## src/rtl/occw_pkg.sv

```systemverilog
// shared constants and types for the countdown warning block
package occw_pkg;

    localparam int NUM_THRESH_REGS    = 4;
    localparam int MAX_THRESHOLDS_DEF = 4;
    localparam int SECS_PER_MIN       = 60;

    localparam int THRESH_W = 16;
    localparam int SECS_W   = 32;
    localparam int COUNT_W  = 3;

    // thresholds scaled to seconds fit in 22 bits, compared as 33-bit signed
    localparam int SCALED_W  = 22;
    localparam int CMP_W     = SECS_W + 1;

    localparam int APB_ADDR_W = 5;
    localparam int APB_DATA_W = 32;
    localparam int REG_IDX_W  = APB_ADDR_W - 2;

    localparam logic [REG_IDX_W-1:0] REG_ACTIVE_COUNT = REG_IDX_W'(0);
    localparam logic [REG_IDX_W-1:0] REG_THRESHOLD_0  = REG_IDX_W'(1);
    localparam logic [REG_IDX_W-1:0] REG_THRESHOLD_1  = REG_IDX_W'(2);
    localparam logic [REG_IDX_W-1:0] REG_THRESHOLD_2  = REG_IDX_W'(3);
    localparam logic [REG_IDX_W-1:0] REG_THRESHOLD_3  = REG_IDX_W'(4);

    localparam logic MODE_CHECK = 1'b0;
    localparam logic MODE_REARM = 1'b1;

    typedef struct packed {
        logic                warn_valid;
        logic [THRESH_W-1:0] warn_minutes;
    } t_result;

endpackage

```

## src/rtl/occw_ifs.sv

```systemverilog
// valid/ready channel interfaces for input words and result words
interface occw_in_if;
    import occw_pkg::*;

    logic                     valid;
    logic                     ready;
    logic                     mode;
    logic signed [SECS_W-1:0] seconds_left;

    modport source (output valid, output mode, output seconds_left, input ready);
    modport sink   (input valid, input mode, input seconds_left, output ready);
endinterface

interface occw_out_if;
    import occw_pkg::*;

    logic                valid;
    logic                ready;
    logic                warn_valid;
    logic [THRESH_W-1:0] warn_minutes;

    modport source (output valid, output warn_valid, output warn_minutes, input ready);
    modport sink   (input valid, input warn_valid, input warn_minutes, output ready);
endinterface

```

## src/rtl/one_shot_countdown_warning.sv

```systemverilog
// one-shot countdown warning: threshold compare, fired marks, apb registers
//
// Usage:
//   i_in carries one word per check (mode = check, seconds_left = time to the
//   deadline) or a rearm (mode = rearm), which clears every fired mark.
//   o_out returns exactly one word per input word: warn_valid with the
//   smallest threshold (minutes) that fired on this check, else zeros.
//   The APB port holds active_count at 0x00 and threshold_0..3 at 0x04..0x10;
//   any write to one of them clears the fired marks. pready is always high.
//   The result is held in the output register (or in the skid register while
//   o_out stalls) before o_out shows it. Throughput: one word per cycle while
//   i_in.ready is high, set by the single compare-and-min stage that feeds the
//   output register and reads the fired marks it wrote the cycle before.
//   When the receiver stalls, one more word is taken into a skid register;
//   i_in.ready drops only while that skid register is full.
//   Reset (i_rst_n low at a clock edge) clears the APB registers, the fired
//   marks and the valid flags of both output stages.
module one_shot_countdown_warning #(
    parameter int MAX_THRESHOLDS = occw_pkg::MAX_THRESHOLDS_DEF
) (
    input  logic                            i_clk,
    input  logic                            i_rst_n,
    occw_in_if.sink                         i_in,
    occw_out_if.source                      o_out,
    input  logic                            psel,
    input  logic                            penable,
    input  logic                            pwrite,
    input  logic [occw_pkg::APB_ADDR_W-1:0] paddr,
    input  logic [occw_pkg::APB_DATA_W-1:0] pwdata,
    output logic [occw_pkg::APB_DATA_W-1:0] prdata,
    output logic                            pready
);
    import occw_pkg::*;

    localparam int LANES = (MAX_THRESHOLDS < NUM_THRESH_REGS) ? MAX_THRESHOLDS
                                                              : NUM_THRESH_REGS;

    logic [COUNT_W-1:0]  r_active_count, n_active_count;
    logic [THRESH_W-1:0] r_threshold [NUM_THRESH_REGS];
    logic [THRESH_W-1:0] n_threshold [NUM_THRESH_REGS];
    logic [LANES-1:0]    r_fired, n_fired;

    logic    r_out_valid, n_out_valid;
    logic    r_skid_valid, n_skid_valid;
    t_result r_out, n_out;
    t_result r_skid, n_skid;

    logic                 cfg_wr;
    logic                 cfg_hit;
    logic [REG_IDX_W-1:0] reg_idx;
    logic                 in_accept;
    logic                 out_take;
    logic                 is_check;
    logic [LANES-1:0]     new_fire;
    logic [CMP_W-1:0]     secs_ext;
    logic [SCALED_W-1:0]  scaled [LANES];
    t_result              result;

    assign pready    = 1'b1;
    assign reg_idx   = paddr[APB_ADDR_W-1:2];
    assign cfg_wr    = psel & penable & pwrite & pready;
    assign cfg_hit   = (reg_idx == REG_ACTIVE_COUNT) || (reg_idx == REG_THRESHOLD_0) ||
                       (reg_idx == REG_THRESHOLD_1)  || (reg_idx == REG_THRESHOLD_2) ||
                       (reg_idx == REG_THRESHOLD_3);

    assign i_in.ready = !r_skid_valid;
    assign in_accept  = i_in.valid & i_in.ready;
    assign out_take   = r_out_valid & o_out.ready;
    assign is_check   = (i_in.mode == MODE_CHECK);

    assign secs_ext = {i_in.seconds_left[SECS_W-1], i_in.seconds_left};

    // lane i is in use when i < active_count; lanes past LANES never exist
    always_comb begin
        for (int i = 0; i < LANES; i++) begin
            // t * 60 = t * 64 - t * 4
            scaled[i]   = ({{(SCALED_W-THRESH_W){1'b0}}, r_threshold[i]} << 6)
                        - ({{(SCALED_W-THRESH_W){1'b0}}, r_threshold[i]} << 2);
            new_fire[i] = is_check && (COUNT_W'(i) < r_active_count) && !r_fired[i] &&
                          ($signed({{(CMP_W-SCALED_W){1'b0}}, scaled[i]}) >=
                           $signed(secs_ext));
        end
    end

    // smallest newly fired threshold
    always_comb begin
        result.warn_valid   = 1'b0;
        result.warn_minutes = '0;
        for (int i = 0; i < LANES; i++) begin
            if (new_fire[i] &&
                (!result.warn_valid || (r_threshold[i] < result.warn_minutes))) begin
                result.warn_valid   = 1'b1;
                result.warn_minutes = r_threshold[i];
            end
        end
    end

    // register file and fired marks
    always_comb begin
        n_active_count = r_active_count;
        n_threshold    = r_threshold;
        n_fired        = r_fired;
        if (in_accept) begin
            if (is_check) begin
                n_fired = r_fired | new_fire;
            end else begin
                n_fired = '0;
            end
        end
        if (cfg_wr && cfg_hit) begin
            n_fired = '0;
            unique case (reg_idx)
                REG_ACTIVE_COUNT: n_active_count = pwdata[COUNT_W-1:0];
                REG_THRESHOLD_0:  n_threshold[0] = pwdata[THRESH_W-1:0];
                REG_THRESHOLD_1:  n_threshold[1] = pwdata[THRESH_W-1:0];
                REG_THRESHOLD_2:  n_threshold[2] = pwdata[THRESH_W-1:0];
                REG_THRESHOLD_3:  n_threshold[3] = pwdata[THRESH_W-1:0];
                default:          n_fired = r_fired;
            endcase
        end
    end

    always_comb begin
        unique case (reg_idx)
            REG_ACTIVE_COUNT: prdata = APB_DATA_W'(r_active_count);
            REG_THRESHOLD_0:  prdata = APB_DATA_W'(r_threshold[0]);
            REG_THRESHOLD_1:  prdata = APB_DATA_W'(r_threshold[1]);
            REG_THRESHOLD_2:  prdata = APB_DATA_W'(r_threshold[2]);
            REG_THRESHOLD_3:  prdata = APB_DATA_W'(r_threshold[3]);
            default:          prdata = '0;
        endcase
    end

    // output register plus skid register
    always_comb begin
        n_out_valid  = r_out_valid;
        n_skid_valid = r_skid_valid;
        n_out        = r_out;
        n_skid       = r_skid;
        if (out_take || !r_out_valid) begin
            if (r_skid_valid) begin
                n_out        = r_skid;
                n_out_valid  = 1'b1;
                n_skid_valid = 1'b0;
            end else if (in_accept) begin
                n_out       = result;
                n_out_valid = 1'b1;
            end else begin
                n_out_valid = 1'b0;
            end
        end else if (in_accept) begin
            n_skid       = result;
            n_skid_valid = 1'b1;
        end
    end

    always_ff @(posedge i_clk) begin
        if (!i_rst_n) begin
            r_active_count <= '0;
            r_threshold    <= '{default: '0};
            r_fired        <= '0;
            r_out_valid    <= 1'b0;
            r_skid_valid   <= 1'b0;
        end else begin
            r_active_count <= n_active_count;
            r_threshold    <= n_threshold;
            r_fired        <= n_fired;
            r_out_valid    <= n_out_valid;
            r_skid_valid   <= n_skid_valid;
        end
    end

    always_ff @(posedge i_clk) begin
        r_out  <= n_out;
        r_skid <= n_skid;
    end

    assign o_out.valid        = r_out_valid;
    assign o_out.warn_valid   = r_out.warn_valid;
    assign o_out.warn_minutes = r_out.warn_minutes;

`ifndef SYNTHESIS
    a_skid_needs_out: assert property (@(posedge i_clk) disable iff (!i_rst_n)
        r_skid_valid |-> r_out_valid)
        else $error("skid word held while output register is empty");

    a_stall_to_skid: assert property (@(posedge i_clk) disable iff (!i_rst_n)
        (in_accept && r_out_valid && !o_out.ready) |=> r_skid_valid)
        else $error("word taken during stall was not kept in skid register");

    a_rearm_clears: assert property (@(posedge i_clk) disable iff (!i_rst_n)
        (in_accept && i_in.mode == MODE_REARM) |=> (r_fired == '0))
        else $error("fired marks not cleared after rearm");

    a_no_warn_zero: assert property (@(posedge i_clk) disable iff (!i_rst_n)
        (o_out.valid && !o_out.warn_valid) |-> (o_out.warn_minutes == '0))
        else $error("warn_minutes nonzero without a warning");
`endif

endmodule
```

## src/flat_wrapper.sv

```systemverilog
// flat-port wrapper written by rule: the top's interface ports become plain ports
module one_shot_countdown_warning_flat import occw_pkg::*;
#(
    parameter int MAX_THRESHOLDS = occw_pkg::MAX_THRESHOLDS_DEF
)
  (i_clk, i_rst_n, psel, penable, pwrite, paddr, pwdata, prdata, pready, i_in_valid, i_in_mode, i_in_seconds_left, i_in_ready, o_out_valid, o_out_warn_valid, o_out_warn_minutes, o_out_ready);
  occw_in_if i_in_i ();
  occw_out_if o_out_i ();
  input  logic i_clk;
  input  logic i_rst_n;
  input  logic psel;
  input  logic penable;
  input  logic pwrite;
  input  logic [occw_pkg::APB_ADDR_W-1:0] paddr;
  input  logic [occw_pkg::APB_DATA_W-1:0] pwdata;
  output logic [occw_pkg::APB_DATA_W-1:0] prdata;
  output logic pready;
  input wire logic [$bits(i_in_i.valid)-1:0] i_in_valid;
  input wire logic [$bits(i_in_i.mode)-1:0] i_in_mode;
  input wire logic [$bits(i_in_i.seconds_left)-1:0] i_in_seconds_left;
  output wire logic [$bits(i_in_i.ready)-1:0] i_in_ready;
  output wire logic [$bits(o_out_i.valid)-1:0] o_out_valid;
  output wire logic [$bits(o_out_i.warn_valid)-1:0] o_out_warn_valid;
  output wire logic [$bits(o_out_i.warn_minutes)-1:0] o_out_warn_minutes;
  input wire logic [$bits(o_out_i.ready)-1:0] o_out_ready;
  assign i_in_i.valid = i_in_valid;
  assign i_in_i.mode = i_in_mode;
  assign i_in_i.seconds_left = i_in_seconds_left;
  assign i_in_ready = i_in_i.ready;
  assign o_out_valid = o_out_i.valid;
  assign o_out_warn_valid = o_out_i.warn_valid;
  assign o_out_warn_minutes = o_out_i.warn_minutes;
  assign o_out_i.ready = o_out_ready;
  one_shot_countdown_warning #(.MAX_THRESHOLDS(MAX_THRESHOLDS)) u_core (.i_clk(i_clk), .i_rst_n(i_rst_n), .i_in(i_in_i), .o_out(o_out_i), .psel(psel), .penable(penable), .pwrite(pwrite), .paddr(paddr), .pwdata(pwdata), .prdata(prdata), .pready(pready));
endmodule
```

## config.mk

```make
export PLATFORM = sky130hd
export DESIGN_NAME = one_shot_countdown_warning_flat
export DESIGN_NICKNAME = d
export VERILOG_FILES = /design/src/rtl/occw_pkg.sv /design/src/rtl/occw_ifs.sv /design/src/rtl/one_shot_countdown_warning.sv /design/src/flat_wrapper.sv
export SDC_FILE = /design/constraint.sdc
export NUM_CORES = 1
export LEC_CHECK = 0
export BUFFER_PORTS_ARGS = -buffer_cell sky130_fd_sc_hd__buf_4
export CAP_MARGIN = 20
export CORE_ASPECT_RATIO = 0.9
export CORE_MARGIN = 2
export CORE_UTILIZATION = 35
export CTS_BUF_LIST = sky130_fd_sc_hd__clkbuf_16
export DETAILED_ROUTE_END_ITERATION = 16
export GPL_TIMING_DRIVEN = 0
export SYNTH_ARGS = -nofsm -noshare
export SYNTH_HDL_FRONTEND = slang
export SYNTH_SLANG_ARGS = --single-unit
```

## constraint.sdc

```tcl
create_clock -name i_clk -period 10.92 [get_ports i_clk]
set_clock_uncertainty 0.05 [all_clocks]
set_input_delay 0.546 -clock i_clk [delete_from_list [all_inputs] [get_ports i_clk]]
set_output_delay 0.546 -clock i_clk [all_outputs]
set_load 0.03 [all_outputs]
```

# After elaboration in Yosys (flattened, before gate mapping)
# Cells that the tools add are included.
# totals
output_inout_bits	52
ff_bits	107
# classes
eq_ne	5
addsub	4
reduce_logical	46
n_lt_le_gt_ge	11
bitwise_logic	8
mux	13
# op_table
operator	count
23-bit by 32-bit greater-or-equal comparator with 1-bit output	4
17-bit two-way mux	6
22-bit by 18-bit subtractor with 22-bit output	4
16-bit one-hot mux with 5 select lines	1
16-bit less-than comparator	3
1-bit logical AND	16
4-bit two-way mux	4
2-bit AND reduction	8
1-bit zero test	9
1-bit logical OR	8
3-bit by 2-bit equality test with 1-bit output (second input constant)	2
1-bit by 3-bit less-than comparator with 1-bit output (first input constant)	2
2-bit by 3-bit less-than comparator with 1-bit output (first input constant)	2
5-bit OR reduction	1
1-bit bitwise AND	4
4-bit OR	1
2-bit nonzero test	2
3-bit by 1-bit equality test with 1-bit output (second input constant)	1
3-bit equality test (second input constant)	1
3-bit zero test	1
1-bit inverter	3
1-bit two-way mux	2
2-bit != test (second input constant)	1
2-bit OR reduction	1

# Logic depth before layout (Yosys ltp)
# logic_depth
depth_word	19
mapped_depth	53
depth_no_buf	47

# Least setup slack after synthesis
# No wires, ideal clock.
# synth_timing
path_type	register to register
from	reg u_core.r_threshold[48] in the netlist's numbering
to	reg u_core.r_out, in the netlist u_core.o_out.warn_minutes[10] (data pin)
path_buffers	6
setup_slack_ns	0.799
arrival_time_ns	9.809
path_stages_with_launch	52
cell_sequence	dfxtp_1 -> clkbuf_1 -> inv_1 -> ha_1 -> nor4bb_1 -> o21a_1 -> o21a_1 -> o21ai_0 -> nor2b_1 -> a2bb2oi_1 -> a211oi_1 -> a211oi_1 -> o21bai_1 -> xnor2_1 -> ha_1 -> a21o_1 -> a2111oi_0 -> a221oi_1 -> [... 16 more ...] -> o211ai_1 -> nor2_1 -> o21ai_1 -> clkbuf_1 -> or3_1 -> nand2_1 -> ha_1 -> a21o_1 -> a21o_1 -> a21o_1 -> a21o_1 -> a21oi_1 -> o211ai_1 -> o21ba_2 -> o2111ai_4 -> buf_6 -> a41oi_1 -> a2bb2oi_1
# synth_between
elab_chain_cells	18
# synth_lines
item	line_no	source
start: declaration	one_shot_countdown_warning.sv:39	logic [THRESH_W-1:0] r_threshold [NUM_THRESH_REGS];
start signal: assignment	one_shot_countdown_warning.sv:166	r_threshold <= n_threshold;
22-bit by 18-bit subtractor with 22-bit output	one_shot_countdown_warning.sv:78	- ({{(SCALED_W-THRESH_W){1'b0}}, r_threshold[i]} << 2);
23-bit by 32-bit greater-or-equal comparator with 1-bit output	one_shot_countdown_warning.sv:80	($signed({{(CMP_W-SCALED_W){1'b0}}, scaled[i]}) >=
1-bit logical AND	one_shot_countdown_warning.sv:79	new_fire[i] = is_check && (COUNT_W'(i) < r_active_count) && !r_fired[i] &&
17-bit two-way mux *	one_shot_countdown_warning.sv:90	if (new_fire[i] &&
16-bit less-than comparator / 1-bit zero test (equally long branches)	one_shot_countdown_warning.sv:91	(!result.warn_valid || (r_threshold[i] < result.warn_minutes))) begin
1-bit logical OR	one_shot_countdown_warning.sv:91	
1-bit logical AND	one_shot_countdown_warning.sv:90	
17-bit two-way mux *	one_shot_countdown_warning.sv:90	
[... 2 more ...]	--	
1-bit logical AND	one_shot_countdown_warning.sv:90	
17-bit two-way mux *	one_shot_countdown_warning.sv:90	
16-bit less-than comparator / 1-bit zero test (equally long branches)	one_shot_countdown_warning.sv:91	
1-bit logical OR	one_shot_countdown_warning.sv:91	
1-bit logical AND	one_shot_countdown_warning.sv:90	
17-bit two-way mux *	one_shot_countdown_warning.sv:90	
17-bit two-way mux *	one_shot_countdown_warning.sv:145	end else if (in_accept) begin
17-bit two-way mux *	one_shot_countdown_warning.sv:141	if (r_skid_valid) begin
end signal: assignment	one_shot_countdown_warning.sv:174	r_out <= n_out;
end: declaration	one_shot_countdown_warning.sv:45	t_result r_out, n_out;
# Mark *: on every way between the ends. The rest lies on a longest branch, timed or not. The select of a mux whose other input is x is not followed.
# A chain may end at the register's enable or synchronous reset.

# Worst setup path in the final report
# layout_timing
from	reg u_core.r_threshold[50] in the netlist's numbering
to	reg u_core.r_out, in the netlist u_core.o_out.warn_minutes[14] (data pin)
# The elaborated chain is that of the path after synthesis.

==> run summary <==
The run finished with clean final reports. Among all flip-flop cells after synthesis, the most frequent one is dfxtp_1. The share of the cycle needed by the critical path after routing came out at 0.9783.

For the count of max-cap constraint violations, the log shows 0. In this run the number of H-tree levels came out at 3. The aggregate routed wire length was 41,910 µm; the share of synthesized flip-flops with an asynchronous set or reset was 0.

The logs give 11,409 for the total vias in the final route and 0.401 for the fraction of power consumed by sequential logic. In this run the worst path has a maximum fanout of 8. The delay of the slowest cell on the worst path works out to 0.52 ns.

The clock-pin slew reported for the worst setup and hold paths after clock tree synthesis came out at 0.09 ns. Summed over all layers, the global routing overflow is 0. From synthesis to final layout, the design area changed by 23.68%. After the first detailed-routing iteration, the DRC count stood at 890. The leakage power total came out at 6.030 nW.

The floorplan has 63 rows. Based on the critical path, the design can be clocked at up to 0.09361 GHz. The number of input and output port buffers inserted was 89.

The number of unique standard cell types used by synthesis came out at 79. The run gives 0 as the count of unresolved DRC violations after routing. For flop-to-flop paths, the worst setup slack is 0.24 ns. The tools report the clock group share of total power as 0.320.

After detailed routing, the average wire length per cell comes to 20.76 µm. The global-route usage over all layers is 0.2346. The kind of launch point of the worst setup path is a flop. The areal power density over the cells was 73.69 nW/µm²; the total count of hold-check failures in the final report was 0. For the core footprint, the log shows 32,710 µm².

Across the VDD grid, the largest voltage drop is 0.08117 mV. The logs give 129 for the I/O pin count and 10.75 ns for the arrival time of data at the critical path endpoint. The most common cell after layout, fill and taps aside was nand2_1.

The proportion of synthesized chip area in sequential cells was 0.2152; the cell count after synthesis was 1,422. Internal power comes to 0.7063 mW. Buffers inserted during clock tree synthesis total 9. The slowest stage of the critical path is the or4_4 cell.

The final period demand of the worst path works out to 10.68 ns. Last weighted congestion value of the routability-driven placer: 0.9592. A synthesized cell averages 8.113 µm². Y dimension of the die: 176.2 µm. The max-slew violation count was 0. The startpoint identified for the worst register-to-register timing path is u_core.r_threshold[50]. On the final layout, the worst hold slack is 0.4099 ns. The worst register-to-register path has a depth of 49.

The tools report the end of the worst register-to-register path as u_core.o_out.warn_minutes[14]. Counting flops with a built-in enable in the synthesized netlist gives 34. The clock latency on the worst-skew pair is 0.37 ns. Kind of critical path: reg -> reg. For this design the total switching power over the nets is 0.3453 mW. The via density per instance is 5.651.

The critical path starts at u_core.r_threshold[50]. The number of antenna-violating nets in the routed design is 0, and the clock sink count is 107. The die outline width was 195.4 µm; the number of setup violations in the final report was 0. STA classifies the critical path endpoint as a flop.

Number of warnings printed during yosys synthesis: 0. For the share of total power in combinational logic, the log shows 0.278. After synthesis, the cell types taking the most area are ha_1 19%, dfxtp_1 13%, edfxtp_1 8.8%, nand2_1 7.0%, a21boi_0 4.5%. The number of buffers added to fix hold violations after cts came out at 0. 0 antenna diodes ended up in the layout. The area fraction of the dominant cell type after synthesis works out to 0.1920.

TritonCTS built the clock tree. Post-synth design cell area: 11,540 µm². Fraction of final layout cells sized beyond drive strength 1: 0.2129. The number of nets in the layout was 1,846. The initial antenna violation count was 0; the cell count of the worst hold path was 3. The min-delay analysis places its worst path in the category in -> reg. Setup repair after global routing could not meet its margin everywhere. For the worst setup path, the data required time is 10.99 ns.

The first detailed-routing pass took 6 iterations. No sink is reached through more buffers than the 2 on the longest clock path. The top cell types in the final layout, fill and taps aside, are 212 x nand2_1, 161 x ha_1, 155 x buf_4.

The pin slew with the least headroom to its limit came out at 0.9342 ns. In this run, synthesis produced a sequential element count of 107. Entering global routing, the biggest net connects 21 pins. The area of the die was 34,430 µm²; the final sum of negative setup slack was 0 ns. Summed over all instances, the cell type with the most area after synthesis is ha_1. Via count of the first global-routing pass: 10,383. The max-slew headroom at the worst pin is 0.3772, and the half-perimeter wire length after detailed placement is 33,120 µm. The fraction of power spent switching nets is 0.3283. The most numerous cell on the critical path was a21o_1. The capturing instance or port of the critical path was u_core.o_out.warn_minutes[14]. The root buffer cell chosen for the clock tree is clkbuf_16.

The wire length of the first global-routing pass was 61,490 µm; the initial standard-cell utilization of the core was 0.3527.
what timing repair did:
action | 4_1_cts | 5_1_grt
gates cloned | 1 | 3
gates resized for setup | 44 | 108
setup endpoints to repair | 32 | 32
pin swaps | 16 | 51
setup buffers | 14 | 38
metal layers:
metal	share of wire	track usage
met2	0.43	0.3631
met3	0.069	0.03897
met5	0	0
met4	0.026	0.06393
met1	0.47	0.3359
power groups by stage:
stage	clock network [mW]	registers, mW	logic, mW
5_1_grt	0.355	0.423	0.322
4_1_cts	0.341	0.422	0.277
3_5_place_dp	0	0.432	0.264
2_1_floorplan	0	0.437	0.177
6_report	0.337	0.422	0.293
3_3_place_gp	0	0.431	0.261
worst min path at each step:
stage | end | slack (ns) | from
after global routing | u_core.r_threshold[44] | 0.41 | pwdata[12]
after global placement | u_core.r_fired[2] | 0.40 | u_core.r_fired[2]
final | u_core.r_threshold[44] | 0.41 | pwdata[12]
after detailed placement | u_core.r_fired[3] | 0.42 | u_core.r_fired[3]
after CTS | u_core.r_threshold[44] | 0.41 | pwdata[12]
after floorplan | u_core.r_fired[3] | 0.39 | u_core.r_fired[3]
cell usage after synthesis (5+ instances only):
| library cell | n |
|---|---|
| a21boi_0 | 69 |
| clkbuf_1 | 49 |
| edfxtp_1 | 34 |
| a21oi_1 | 75 |
| nand3_1 | 25 |
| nor3_1 | 34 |
| a2bb2oi_1 | 14 |
| dfxtp_1 | 73 |
| ha_1 | 177 |
| o22ai_1 | 17 |
| mux2_2 | 6 |
| and2_1 | 5 |
| a41oi_1 | 13 |
| a211oi_1 | 8 |
| inv_1 | 100 |
| o21a_1 | 16 |
| or3_1 | 17 |
| mux2_4 | 10 |
| and3_1 | 7 |
| o21bai_1 | 11 |
| nand2_1 | 216 |
| mux2i_1 | 13 |
| o21ai_0 | 52 |
| nand2b_1 | 5 |
| a2111oi_0 | 6 |
| xor2_1 | 14 |
| o21ai_1 | 6 |
| nor2b_1 | 15 |
| buf_4 | 18 |
| nor3b_1 | 5 |
| a22oi_1 | 19 |
| xnor2_1 | 52 |
| a31oi_1 | 7 |
| or2_2 | 6 |
| o31ai_1 | 17 |
| o211ai_1 | 12 |
| a31o_2 | 6 |
| nand4_1 | 17 |
| buf_6 | 7 |
| nor2_1 | 48 |
| a21o_1 | 45 |
| o21ai_2 | 21 |
flip-flops by register name (all words and copies together) (netlist names):
name,cells
u_core.r_skid,17
u_core.o_out.warn_valid,1
u_core.r_fired,4
u_core.r_active_count,3
u_core.r_threshold,64
u_core.r_skid_valid,1
u_core.o_out.warn_minutes,16
u_core.o_out.valid,1
cell type report:
class	instances	area (µm²)
clock buffers	9	225.2
well taps	422	528.0
fillers	3194	18440
flip-flops and latches	107	2495
inverters	101	381.6
multi-input cells	1152	8950
plain buffers	75	465.4
repair buffers	146	1155
clock inverters	7	70.07
cell families after synthesis:
| family | Yosys count | synth area share |
|---|---|---|
| adders and majority gates | 177 | 0.1920 |
| DFF | 107 | 0.2152 |
| muxes | 29 | 0.03015 |
| AOI/OAI and AO/OA | 445 | 0.2741 |
| other | 2 | 0.0006509 |
| xor gates and xnor gates | 66 | 0.05010 |
| buffers and inverters | 178 | 0.06865 |
| and+or+nand+nor | 418 | 0.1693 |
metrics by stage:
| step | setup WS, ns | cells | cell area, µm² | utilization | total power [mW] |
|---|---|---|---|---|---|
| 2_1_floorplan | 0.7994 | 1437 | 11590 | - | 0.6146 |
| 3_3_place_gp | -2.070 | 1948 | 12790 | 0.3910 | 0.6922 |
| 3_5_place_dp | -2.091 | 1949 | 12810 | 0.3915 | 0.6958 |
| 4_1_cts | 0.05107 | 1979 | 13390 | 0.4094 | 1.041 |
| 5_1_grt | -0.1423 | 2019 | 14270 | 0.4362 | 1.100 |
| 6_report | 0.2372 | 2019 | 14270 | 0.4362 | 1.052 |
critical path: cells and delay by family (launching register included):
family	cells	cell delay [ns]
AOI/OAI and AO/OA	25	5.07
xor gates and xnor gates	1	0.10
adders and majority gates	4	1.11
buffers and inverters	7	1.32
DFF	1	0.42
muxes	1	0.32
and+or+nand+nor	11	1.99
(Power assumes the default switching activity.)
